<file path="config.mk">
export PLATFORM = sky130hd
export DESIGN_NAME = reclaim_tier_protection_policy_unit
export DESIGN_NICKNAME = d
export VERILOG_FILES = /design/src/hdl/rtpp_pkg.sv /design/src/hdl/rtpp_div.sv /design/src/hdl/reclaim_tier_protection_policy_unit.sv
export VERILOG_INCLUDE_DIRS = /design/src /design/src/hdl
export SDC_FILE = /design/constraint.sdc
export NUM_CORES = 2
export LEC_CHECK = 0
export BUFFER_PORTS_ARGS = -buffer_cell sky130_fd_sc_hd__clkbuf_2
export CORE_AREA = 4 4 384 348
export DETAILED_ROUTE_END_ITERATION = 8
export DIE_AREA = 0 0 388 352
export PLACE_DENSITY_LB_ADDON = 0.05
export SYNTH_ARGS = -nofsm -noshare
export SYNTH_HDL_FRONTEND = slang
export SYNTH_SLANG_ARGS = --single-unit
</file>
<file path="constraint.sdc">
create_clock -name clk -period 42 [get_ports clk]
set_input_delay 6.3 -clock clk [delete_from_list [all_inputs] [get_ports clk]]
set_output_delay 6.3 -clock clk [all_outputs]
set_load 0.1 [all_outputs]
</file>
<file path="src/hdl/reclaim_tier_protection_policy_unit_assert.svh">
// Assertion macros for the reclaim tier protection policy unit.
// Used at the end of the top level; needs clk and rst_n in scope.
`ifndef RECLAIM_TIER_PROTECTION_POLICY_UNIT_ASSERT_SVH
`define RECLAIM_TIER_PROTECTION_POLICY_UNIT_ASSERT_SVH
// implication checked at every edge outside reset
`define RTP_ASSERT_IMP(label, a, c, msg) \
    label: assert property (@(posedge clk) disable iff (!rst_n) (a) |-> (c)) else $error(msg);
// implication with the consequent checked in the next cycle
`define RTP_ASSERT_NEXT(label, a, c, msg) \
    label: assert property (@(posedge clk) disable iff (!rst_n) (a) |=> (c)) else $error(msg);
`endif

</file>
<file path="src/hdl/rtpp_pkg.sv">
// Package for the reclaim tier protection policy unit.
// Types and constants shared by the divider and the top level.
package rtpp_pkg;
    localparam logic [1:0] KIND_TICK = 2'd0;
    localparam logic [1:0] KIND_AGE  = 2'd1;
    localparam logic [1:0] KIND_PROT = 2'd2;
    localparam logic [1:0] KIND_LOOK = 2'd3;

    localparam logic [1:0] REG_ENABLE = 2'd0;
    localparam logic [1:0] REG_SWAP   = 2'd1;
    localparam logic [1:0] REG_TPS    = 2'd2;

    localparam int DIV_BITS = 40;

    typedef enum logic [2:0] {
        ST_IDLE,
        ST_DIV_RATIO,
        ST_SIXTH,
        ST_BUDGET,
        ST_OUT
    } state_t;

    typedef struct packed {
        logic start;
        logic [DIV_BITS-1:0] num;
        logic [DIV_BITS-1:0] den;
    } div_req_t;

    typedef struct packed {
        logic busy;
        logic done;
        logic [DIV_BITS-1:0] quo;
    } div_rsp_t;
endpackage

</file>
<file path="src/hdl/rtpp_div.sv">
// Radix-2 restoring divider, one quotient bit a cycle.
// Depends on rtpp_pkg.
module rtpp_div (
    input  logic              clk,
    input  logic              rst_n,
    input  rtpp_pkg::div_req_t req,
    output rtpp_pkg::div_rsp_t rsp
);
    import rtpp_pkg::*;

    localparam int CW = $clog2(DIV_BITS + 1);

    logic [DIV_BITS-1:0] quo_reg, quo_next, den_reg, den_next;
    logic [DIV_BITS:0]   rem_reg, rem_next, trial;
    logic [CW-1:0]       cnt_reg, cnt_next;
    logic                busy_reg, busy_next, done_reg, done_next;

    always_ff @(posedge clk or negedge rst_n)
    begin
        if (!rst_n)
        begin
            busy_reg <= 1'b0;
            done_reg <= 1'b0;
            cnt_reg  <= '0;
        end
        else
        begin
            busy_reg <= busy_next;
            done_reg <= done_next;
            cnt_reg  <= cnt_next;
        end
    end

    always_ff @(posedge clk)
    begin
        quo_reg <= quo_next;
        rem_reg <= rem_next;
        den_reg <= den_next;
    end

    always_comb
    begin
        busy_next = busy_reg;
        done_next = 1'b0;
        cnt_next  = cnt_reg;
        quo_next  = quo_reg;
        rem_next  = rem_reg;
        den_next  = den_reg;
        trial     = {rem_reg[DIV_BITS-1:0], quo_reg[DIV_BITS-1]};
        if (req.start)
        begin
            busy_next = 1'b1;
            cnt_next  = CW'(DIV_BITS);
            quo_next  = req.num;
            rem_next  = '0;
            den_next  = req.den;
        end
        else if (busy_reg)
        begin
            if (trial >= {1'b0, den_reg})
            begin
                rem_next = trial - {1'b0, den_reg};
                quo_next = {quo_reg[DIV_BITS-2:0], 1'b1};
            end
            else
            begin
                rem_next = trial;
                quo_next = {quo_reg[DIV_BITS-2:0], 1'b0};
            end
            cnt_next = cnt_reg - CW'(1);
            if (cnt_reg == CW'(1))
            begin
                busy_next = 1'b0;
                done_next = 1'b1;
            end
        end
    end

    assign rsp.busy = busy_reg;
    assign rsp.done = done_reg;
    assign rsp.quo  = quo_reg;
endmodule

</file>
<file path="src/hdl/reclaim_tier_protection_policy_unit.sv">
// Reclaim tier protection policy unit, top level.
// Depends on rtpp_pkg, rtpp_div and the assertion macro header.
//
// Use: one input beat (valid/stall) gives exactly one output beat.
// kind 0 tick, 1 age event, 2 protect query, 3 look-around sample.
// Ticks, queries, look-around samples and age events not due or with a zero
// file page count go straight to ST_OUT, which loads the output register.
// An age event that falls due with a nonzero file page count takes a sixth
// of that count by reciprocal multiply, then runs the budget step; its
// states are ST_SIXTH, ST_BUDGET and ST_OUT. With 1024 or more scan samples
// the hot ratio goes first through the bit-serial divider (40 steps) in
// ST_DIV_RATIO, before ST_SIXTH.
// The input is stalled while an item is in work.
// Config writes are to be made only while idle; the block does not enforce it.
// Reset: registers take their reset values, budgets zero, no output valid.
// A stalled output holds its beat in the output register; the next item is
// taken and waits in its last step until that beat leaves.
module reclaim_tier_protection_policy_unit #(
    parameter int COUNTER_BITS = 32
) (
    input  logic        clk,
    input  logic        rst_n,
    input  logic        cfg_we,
    input  logic [1:0]  cfg_index,
    input  logic [9:0]  cfg_data,
    input  logic        in_valid,
    output logic        in_stall,
    input  logic [1:0]  kind,
    input  logic [31:0] refault_count,
    input  logic [31:0] file_pages,
    input  logic [31:0] scan_total,
    input  logic [31:0] scan_hot,
    input  logic        is_file,
    input  logic        referenced,
    input  logic        workingset,
    input  logic        active,
    input  logic [3:0]  priority_req,
    input  logic        swap_ok,
    input  logic [9:0]  pages,
    output logic        out_valid,
    input  logic        out_stall,
    output logic        protect,
    output logic        aged,
    output logic [1:0]  boost_now,
    output logic [31:0] tier1_budget,
    output logic [31:0] tier2_budget
);
    import rtpp_pkg::*;

    localparam int CB = COUNTER_BITS;
    localparam logic [CB-1:0] CMAX = {CB{1'b1}};

    state_t state_reg, state_next;
    logic enable_reg;
    logic [7:0] swp_reg;
    logic [9:0] tps_reg;
    logic [31:0] now_reg, now_next, nat_reg, nat_next, lref_reg, lref_next;
    logic [1:0] bl_reg, bl_next;
    logic [31:0] bu_reg, bu_next, sts_reg, sts_next, shs_reg, shs_next;
    logic [CB-1:0] lt_reg, lt_next, lh_reg, lh_next;
    logic [31:0] b1_reg, b1_next, b2_reg, b2_next;
    logic [31:0] ft_reg, ft_next;
    logic [31:0] six_reg, six_next;
    logic [62:0] six_prod;
    logic ratio_reg, ratio_next;
    logic [6:0] r_reg, r_next;
    logic prot_reg, prot_next, aged_reg, aged_next, ov_reg, ov_next;
    logic out_load;
    logic oprot_reg, oaged_reg;
    logic [1:0] oboost_reg;
    logic [31:0] ob1_reg, ob2_reg;
    div_req_t dreq;
    div_rsp_t drsp;

    rtpp_div u_div (.clk(clk), .rst_n(rst_n), .req(dreq), .rsp(drsp));

    function automatic logic before32(input logic [31:0] a, input logic [31:0] b);
        logic [31:0] d;
        d = a - b;
        return d[31];
    endfunction

    function automatic logic [33:0] alo(input logic [33:0] v);
        return (v == '0) ? 34'd1 : v;
    endfunction

    logic [1:0] eb;
    assign eb = before32(now_reg, bu_reg) ? bl_reg : 2'd0;

    always_ff @(posedge clk or negedge rst_n)
    begin
        if (!rst_n)
        begin
            state_reg  <= ST_IDLE;
            enable_reg <= 1'b1;
            swp_reg    <= 8'd60;
            tps_reg    <= 10'd100;
            now_reg    <= '0;
            nat_reg    <= 32'd100;
            lref_reg   <= '0;
            bl_reg     <= '0;
            bu_reg     <= '0;
            sts_reg    <= '0;
            shs_reg    <= '0;
            lt_reg     <= '0;
            lh_reg     <= '0;
            b1_reg     <= '0;
            b2_reg     <= '0;
            ov_reg     <= 1'b0;
        end
        else
        begin
            state_reg <= state_next;
            now_reg   <= now_next;
            nat_reg   <= nat_next;
            lref_reg  <= lref_next;
            bl_reg    <= bl_next;
            bu_reg    <= bu_next;
            sts_reg   <= sts_next;
            shs_reg   <= shs_next;
            lt_reg    <= lt_next;
            lh_reg    <= lh_next;
            b1_reg    <= b1_next;
            b2_reg    <= b2_next;
            ov_reg    <= ov_next;
            if (cfg_we)
            begin
                unique case (cfg_index)
                    REG_ENABLE: enable_reg <= cfg_data[0];
                    REG_SWAP:   swp_reg    <= cfg_data[7:0];
                    REG_TPS:    tps_reg    <= cfg_data;
                    default:    ;
                endcase
            end
        end
    end

    always_ff @(posedge clk)
    begin
        ft_reg    <= ft_next;
        six_reg   <= six_next;
        ratio_reg <= ratio_next;
        r_reg     <= r_next;
        prot_reg  <= prot_next;
        aged_reg  <= aged_next;
        if (out_load)
        begin
            oprot_reg  <= prot_reg;
            oaged_reg  <= aged_reg;
            oboost_reg <= eb;
            ob1_reg    <= b1_reg;
            ob2_reg    <= b2_reg;
        end
    end

    logic acc;
    assign in_stall = (state_reg != ST_IDLE);
    assign acc = in_valid && !in_stall;

    // age event pre-decode
    logic [31:0] delta, dt, dh;
    logic [1:0] lvl0, lvl;
    logic [38:0] dh100;
    logic [37:0] dt25, dt35;
    assign delta = refault_count - lref_reg;
    assign dt = scan_total - sts_reg;
    assign dh = scan_hot - shs_reg;
    assign dh100 = {dh, 7'd0} - {2'd0, dh, 5'd0} + {5'd0, dh, 2'd0};
    assign dt25 = {1'b0, dt, 5'd0} - {3'd0, dt, 3'd0} + {6'd0, dt};
    assign dt35 = {1'b0, dt, 5'd0} + {5'd0, dt, 1'b0} + {6'd0, dt};
    always_comb
    begin
        priority if (delta >= 32'd768) lvl0 = 2'd3;
        else if (delta >= 32'd384) lvl0 = 2'd2;
        else if (delta >= 32'd64) lvl0 = 2'd1;
        else lvl0 = 2'd0;
        lvl = lvl0;
        if (dt >= 32'd32)
        begin
            if (dh100 < {1'b0, dt25} && lvl0 > 2'd1) lvl = 2'd1;
            else if (dh100 < {1'b0, dt35} && lvl0 > 2'd2) lvl = 2'd2;
        end
    end

    // protect decision
    logic [7:0] swp;
    logic [3:0] mp1, mp2;
    logic tier2, tier1, pr;
    logic [31:0] bud;
    always_comb
    begin
        swp = swap_ok ? swp_reg : 8'd0;
        mp1 = 4'd7;
        mp2 = 4'd4;
        if (swap_ok && swp >= 8'd80)
        begin
            mp2 = 4'd3;
            mp1 = 4'd6;
        end
        if (eb >= 2'd1 && mp2 > 4'd2) mp2 = mp2 - 4'd1;
        if (eb >= 2'd2 && mp1 > 4'd5) mp1 = mp1 - 4'd1;
        tier2 = workingset;
        tier1 = !workingset && referenced;
        pr = tier2 ? (swp <= 8'd140 && priority_req >= mp2)
                   : (swp <= 8'd100 && priority_req >= mp1);
        if (eb >= 2'd2 && tier2 && swp <= 8'd100 && priority_req >= mp2) pr = 1'b1;
        if (!(enable_reg && is_file && (tier1 || tier2))) pr = 1'b0;
        bud = tier2 ? b2_reg : b1_reg;
    end

    // sixth of the file page count: (ft / 2) / 3 by reciprocal multiply
    assign six_prod = 63'(ft_reg[31:1]) * 63'h0_AAAA_AAAB;

    // budget refresh (uses registered ft, ratio and sixth)
    logic [33:0] ft, g1, g2, c1, c2, t1, t2, s1, s2;
    always_comb
    begin
        ft = {2'd0, ft_reg};
        g1 = alo(ft >> 6);
        g2 = alo(ft >> 5);
        if (eb >= 2'd1) begin g1 = g1 + (ft >> 8); g2 = g2 + (ft >> 7); end
        if (eb >= 2'd2) begin g1 = g1 + (ft >> 9); g2 = g2 + (ft >> 8); end
        if (eb >= 2'd3) begin g1 = g1 + (ft >> 10); g2 = g2 + (ft >> 9); end
        c1 = alo(ft >> 3);
        c2 = alo({2'd0, six_reg});
        if (g1 > c1) g1 = c1;
        if (g2 > c2) g2 = c2;
        s1 = {1'b0, b1_reg, 1'b0} + {2'd0, b1_reg};
        s2 = {1'b0, b2_reg, 1'b0} + {2'd0, b2_reg};
        t1 = alo((s1 + g1) >> 2);
        t2 = alo((s2 + g2) >> 2);
        if (eb >= 2'd1)
        begin
            if (t1 < alo(ft >> 8)) t1 = alo(ft >> 8);
            if (t2 < alo(ft >> 7)) t2 = alo(ft >> 7);
        end
        if (eb >= 2'd2)
        begin
            if (t1 < alo(ft >> 7)) t1 = alo(ft >> 7);
            if (t2 < alo(ft >> 6)) t2 = alo(ft >> 6);
        end
        if (ratio_reg)
        begin
            priority if (r_reg < 7'd25)
            begin
                t1 = alo(t1 >> 2); t2 = alo(t2 >> 2);
            end
            else if (r_reg < 7'd35)
            begin
                t1 = alo(t1 >> 1); t2 = alo(t2 >> 1);
            end
            else if (r_reg < 7'd45)
            begin
                t1 = alo((t1 + (t1 << 1)) >> 2); t2 = alo((t2 + (t2 << 1)) >> 2);
            end
            else if (r_reg > 7'd70 && eb >= 2'd1)
            begin
                t1 = t1 + (t1 >> 2); t2 = t2 + (t2 >> 2);
            end
        end
        if (t1 > c1) t1 = c1;
        if (t2 > c2) t2 = c2;
    end

    logic [38:0] hot100;
    assign hot100 = {scan_hot, 7'd0} - {2'd0, scan_hot, 5'd0} + {5'd0, scan_hot, 2'd0};

    always_comb
    begin
        state_next = state_reg;
        now_next = now_reg;
        nat_next = nat_reg;
        lref_next = lref_reg;
        bl_next = bl_reg;
        bu_next = bu_reg;
        sts_next = sts_reg;
        shs_next = shs_reg;
        lt_next = lt_reg;
        lh_next = lh_reg;
        b1_next = b1_reg;
        b2_next = b2_reg;
        ft_next = ft_reg;
        six_next = six_reg;
        ratio_next = ratio_reg;
        r_next = r_reg;
        prot_next = prot_reg;
        aged_next = aged_reg;
        ov_next = ov_reg && out_stall;
        out_load = 1'b0;
        dreq = '0;
        unique case (state_reg)
            ST_IDLE:
            begin
                if (acc)
                begin
                    prot_next = 1'b0;
                    aged_next = 1'b0;
                    state_next = ST_OUT;
                    unique case (kind)
                        KIND_TICK: now_next = now_reg + 32'd1;
                        KIND_PROT:
                        begin
                            if (pr && bud >= {22'd0, pages})
                            begin
                                prot_next = 1'b1;
                                if (tier2) b2_next = b2_reg - {22'd0, pages};
                                else b1_next = b1_reg - {22'd0, pages};
                            end
                        end
                        KIND_LOOK:
                        begin
                            if (enable_reg && is_file)
                            begin
                                if (lt_reg < CMAX) lt_next = lt_reg + CB'(1);
                                if (referenced || workingset || active)
                                begin
                                    if (lh_reg < CMAX) lh_next = lh_reg + CB'(1);
                                    if (lt_next >= CB'(128) &&
                                        lh_next > (lt_next >> 1) + CB'(16))
                                    begin
                                        if (bl_reg == 2'd0) bl_next = 2'd1;
                                        if (!before32(now_reg, bu_reg))
                                            bu_next = now_reg + {22'd0, tps_reg};
                                    end
                                end
                            end
                        end
                        default:
                        begin
                            if (enable_reg && !before32(now_reg, nat_reg))
                            begin
                                aged_next = 1'b1;
                                nat_next = now_reg + {22'd0, tps_reg};
                                lref_next = refault_count;
                                if (lvl0 != 2'd0)
                                begin
                                    sts_next = scan_total;
                                    shs_next = scan_hot;
                                    bl_next = lvl;
                                    bu_next = now_reg + ((lvl == 2'd3) ?
                                        {21'd0, tps_reg, 1'b0} : {22'd0, tps_reg});
                                end
                                else if (!before32(now_reg, bu_reg))
                                    bl_next = 2'd0;
                                lt_next = lt_reg >> 1;
                                lh_next = lh_reg >> 1;
                                ft_next = file_pages;
                                ratio_next = scan_total >= 32'd1024;
                                if (file_pages == 32'd0)
                                begin
                                    b1_next = '0;
                                    b2_next = '0;
                                end
                                else if (scan_total >= 32'd1024)
                                begin
                                    dreq.start = 1'b1;
                                    dreq.num = {1'b0, hot100};
                                    dreq.den = {8'd0, scan_total};
                                    state_next = ST_DIV_RATIO;
                                end
                                else
                                    state_next = ST_SIXTH;
                            end
                        end
                    endcase
                end
            end
            ST_DIV_RATIO:
            begin
                if (drsp.done)
                begin
                    r_next = (drsp.quo > 40'd100) ? 7'd100 : drsp.quo[6:0];
                    state_next = ST_SIXTH;
                end
            end
            ST_SIXTH:
            begin
                six_next = {2'd0, six_prod[62:33]};
                state_next = ST_BUDGET;
            end
            ST_BUDGET:
            begin
                b1_next = t1[31:0];
                b2_next = t2[31:0];
                state_next = ST_OUT;
            end
            ST_OUT:
            begin
                if (!ov_reg || !out_stall)
                begin
                    out_load = 1'b1;
                    ov_next = 1'b1;
                    state_next = ST_IDLE;
                end
            end
            default: state_next = ST_IDLE;
        endcase
    end

    assign out_valid    = ov_reg;
    assign protect      = oprot_reg;
    assign aged         = oaged_reg;
    assign boost_now    = oboost_reg;
    assign tier1_budget = ob1_reg;
    assign tier2_budget = ob2_reg;

`include "reclaim_tier_protection_policy_unit_assert.svh"

    `RTP_ASSERT_IMP(a_no_take_busy, state_reg != ST_IDLE, in_stall, "input taken while busy")
    `RTP_ASSERT_NEXT(a_out_hold, out_valid && out_stall, out_valid && $stable(tier1_budget), "output beat lost")
    `RTP_ASSERT_IMP(a_div_idle, state_reg == ST_IDLE, !drsp.busy, "divider busy while idle")
    `RTP_ASSERT_IMP(a_flags, out_valid, !(protect && aged), "protect and aged together")
endmodule
</file>
==> metrics.cfg <==
[die]
die_h_um=352
num_rows=125
coreArea_um2=129000
die-area_um2=137000
die_width_um=388
ioPinCount=236
starting_density=0.700

[run]
cap_violations=0

[setup_path]
required_worst_endpoint_ns=42.53
cpLargestDelayFamily=compound AO/OA/AOI/OAI gates
timing.critical_path.arrival_ns=33.77
reg2reg_setup_slack_ns=8.77
startpoint_kind_of_the_worst_setup_timing_path=flip-flop
worst_path_most_repeated_cell=sky130_fd_sc_hd__o21ai_0
cp_slowest_cell=sky130_fd_sc_hd__o21ai_0
critical-path-max-stage-delay_ns=0.79
path_max_fanout=66
crit_buf_inv=6
path_class=flip-flop to flip-flop
end_kind=flip-flop

[layout]
synthToLayoutAreaGrowth_pct=6.29
mostFrequentLayoutCell=sky130_fd_sc_hd__ha_1
num-nets-final=13200
finish.cell_count_without_fillers=12900
final_util=0.744
layout.filler_cells=9383
drive_above_1_share=0.0645
most-common-layout-cells=sky130_fd_sc_hd__ha_1 (1475), sky130_fd_sc_hd__inv_1 (1426), sky130_fd_sc_hd__nand2_1 (841)

[place]
placed_cells=12700
gp_congestion=1.12
port_buffers=235
detailedPlacementHpwl_mm=248

[cts]
clockBufferDepth=3
clock_tree.htree_level_count=3
clock_tree.root_cell=sky130_fd_sc_hd__clkbuf_16
post_cts_setup_bufs=0
clkSlewWorstSetupHoldPaths_ns=0.06
cts_hold_buf=0
clock_tree_from_tritoncts=yes
number_of_clock_sinks=604
clock_insertion_delay_worst_skew_ns=0.75
clock_buffers_created_by_tritoncts=74
post_cts_resize_count=0

[pwr]
total_power_mw=2.76
sequential_cell_fraction_of_total_power=0.239
power-per-cell-area_nw_per_um2=28.8
sw_frac_of_total=0.431
share_clk_of_total_power=0.248
p_leak_nw=48.1
power.net_switching_mw=1.19
internal_cell_power_mw=1.57
ir_worst_vdd_uv=59.5
p_comb_frac=0.513

[worst_hold_path]
min_path_type=flip-flop to flip-flop

[timing]
final.setup_skew_ns=0.0401
worst_slew_margin_rel=0.0835
grt_setup_unrepaired=no
layout_worst_path_cycle_share=0.791
max_freq_ghz=0.0301
timing.final.hold_violations=0
layout_min_cycle_time_ns=33.23
final_slew_violations=0
setup-tns-final_ns=0
setup_viol_count_final=0
worst_pin_slew_ns=1.37
hold_ws_ns=0.440

[drt]
detailedRoute.firstPassIterationCount=9
drt-initial-drc-count=10200
detail_route.wirelength_mm=318
drt-vias-per-instance=6.72
antenna_violating_nets_post_route=0
vias=86500
post_drt_wl_per_cell_um=24.7
drc=40

[global_route]
antenna_found_initial=12
grt_pass1_wl_mm=486
grt_max_degree=93
grt_pass1_vias=85100
global_route.usage.total=0.450
grt_overflow_total=0

[logic_synthesis]
synth_edf_count=211
avgSynthCellArea_um2=8.22
sequential_cell_area_fraction_in_the_yosys_report=0.177
asyncSetResetFlopFracSynth=0.584
gate_count_of_the_mapped_netlist=11000
synth_area_um2=90300
synth_ff_type=sky130_fd_sc_hd__dfrtp_1
postSynthRegisterBits=604
ys_warnings=0
synth.lib_cells_used.distinct=102

[status]
failed_checks=DRC
outcome=finished, violations left

[power groups by stage]
stage	registers, mW	logic, mW	clock network (mW)
after floorplan	0.704	0.972	0
after global placement	0.668	1.30	0
after detailed placement	0.669	1.36	0
after CTS	0.658	1.38	0.686
after global routing	0.661	1.55	0.712
final	0.660	1.42	0.684
[area by class of cell]
class	count	area, um2	area share
clock inverters	36	493	0.00514
clock buffers	102	2040	0.0212
flip-flops and latches	604	16000	0.167
repair buffers	362	2160	0.0225
multi-input cells	8609	67800	0.706
inverters	1433	5380	0.0561
well taps	1714	2140	0.0223
diodes	12	30.0	0.000313
[cell usage after synthesis, types with 19 or more instances]
cell type / n / share of area
sky130_fd_sc_hd__ha_1: 1476 / 0.20
sky130_fd_sc_hd__inv_1: 1428 / 0.059
sky130_fd_sc_hd__nand2_1: 844 / 0.035
sky130_fd_sc_hd__a21oi_1: 774 / 0.043
sky130_fd_sc_hd__nor2_1: 748 / 0.031
sky130_fd_sc_hd__o21ai_0: 743 / 0.041
sky130_fd_sc_hd__xnor2_1: 432 / 0.042
sky130_fd_sc_hd__fa_1: 426 / 0.094
sky130_fd_sc_hd__dfrtp_1: 342 / 0.095
sky130_fd_sc_hd__clkbuf_1: 307 / 0.013
sky130_fd_sc_hd__a21o_1: 262 / 0.022
sky130_fd_sc_hd__nor3_1: 229 / 0.013
sky130_fd_sc_hd__xor2_1: 223 / 0.022
sky130_fd_sc_hd__nand3_1: 222 / 0.012
sky130_fd_sc_hd__edfxtp_1: 211 / 0.070
sky130_fd_sc_hd__mux2i_1: 173 / 0.019
sky130_fd_sc_hd__and3_1: 144 / 0.010
sky130_fd_sc_hd__nand4_1: 133 / 0.0092
sky130_fd_sc_hd__o21bai_1: 123 / 0.010
sky130_fd_sc_hd__and2_1: 117 / 0.0081
sky130_fd_sc_hd__mux2_2: 113 / 0.014
sky130_fd_sc_hd__a211oi_1: 110 / 0.0091
sky130_fd_sc_hd__nand2b_1: 105 / 0.0073
sky130_fd_sc_hd__nor2b_1: 101 / 0.0070
sky130_fd_sc_hd__a31oi_1: 90 / 0.0062
sky130_fd_sc_hd__nor4_1: 87 / 0.0060
sky130_fd_sc_hd__o21a_1: 86 / 0.0071
sky130_fd_sc_hd__a21boi_0: 81 / 0.0067
sky130_fd_sc_hd__o211ai_1: 74 / 0.0062
sky130_fd_sc_hd__or3_1: 66 / 0.0046
sky130_fd_sc_hd__o221ai_1: 62 / 0.0060
sky130_fd_sc_hd__o31ai_1: 52 / 0.0043
sky130_fd_sc_hd__or2_2: 41 / 0.0028
sky130_fd_sc_hd__dfxtp_1: 40 / 0.0089
sky130_fd_sc_hd__o22ai_1: 29 / 0.0020
sky130_fd_sc_hd__a211o_1: 28 / 0.0027
sky130_fd_sc_hd__a22oi_1: 25 / 0.0021
sky130_fd_sc_hd__a2111oi_0: 24 / 0.0023
sky130_fd_sc_hd__a41oi_1: 24 / 0.0023
sky130_fd_sc_hd__nand3b_1: 22 / 0.0018
sky130_fd_sc_hd__a221oi_1: 21 / 0.0020
sky130_fd_sc_hd__buf_1: 19 / 0.00079
sky130_fd_sc_hd__nor3b_1: 19 / 0.0016
[worst reg2reg max path: cells and delay by family (launching register included)]
kind,cells,cell delay (ns)
buffers and inverters,6,2.44
XOR/XNOR,4,1.28
AND/OR/NAND/NOR,33,6.69
multiplexers,1,0.38
adder cells (fa/ha/maj),9,3.10
AO/OA/AOI/OAI,74,18.62
flip-flops,1,0.56
[routing by layer]
metal,share of wire,GRT usage,wire [um]
met5,0.00025,0,78
met1,0.38,0.564,119000
met4,0.077,0.272,24400
met3,0.12,0.136,39000
met2,0.42,0.685,135000
[worst paths after layout]
kind                              from        endpoint  depth (start not counted)
min in group asynchronous        rst_n      b2_reg[19]                          1
max                        now_reg[14]      b2_reg[16]                        127
min reg2reg                   prot_reg         protect                          0
max in group asynchronous        rst_n  u_div.busy_reg                          4
min                           prot_reg         protect                          0
max reg2reg                now_reg[14]      b2_reg[16]                        127
[logic make-up (layout without fill, tap and decap cells)]
kind of cell | Yosys count | count (layout) | synth area share
xor gates and xnor gates | 655 | 655 | 0.0635
DFF | 604 | 604 | 0.177
adders and majority gates | 1902 | 1902 | 0.299
muxes | 288 | 288 | 0.0335
buffers and inverters | 1774 | 1933 | 0.0742
AOI/OAI and AO/OA | 2816 | 2816 | 0.197
other | 1 | 14 | 0.0000415
and+or+nand+nor | 2946 | 2946 | 0.156
[stage by stage]
step | cell area (um2) | setup slack [ns]
after floorplan | 90300 | 16.90
after global placement | 93400 | 10.60
after detailed placement | 93400 | 10.12
after CTS | 95900 | 9.94
after global routing | 96000 | 6.58
final | 96000 | 8.77
Note: power is estimated with default switching activity, not from simulation.
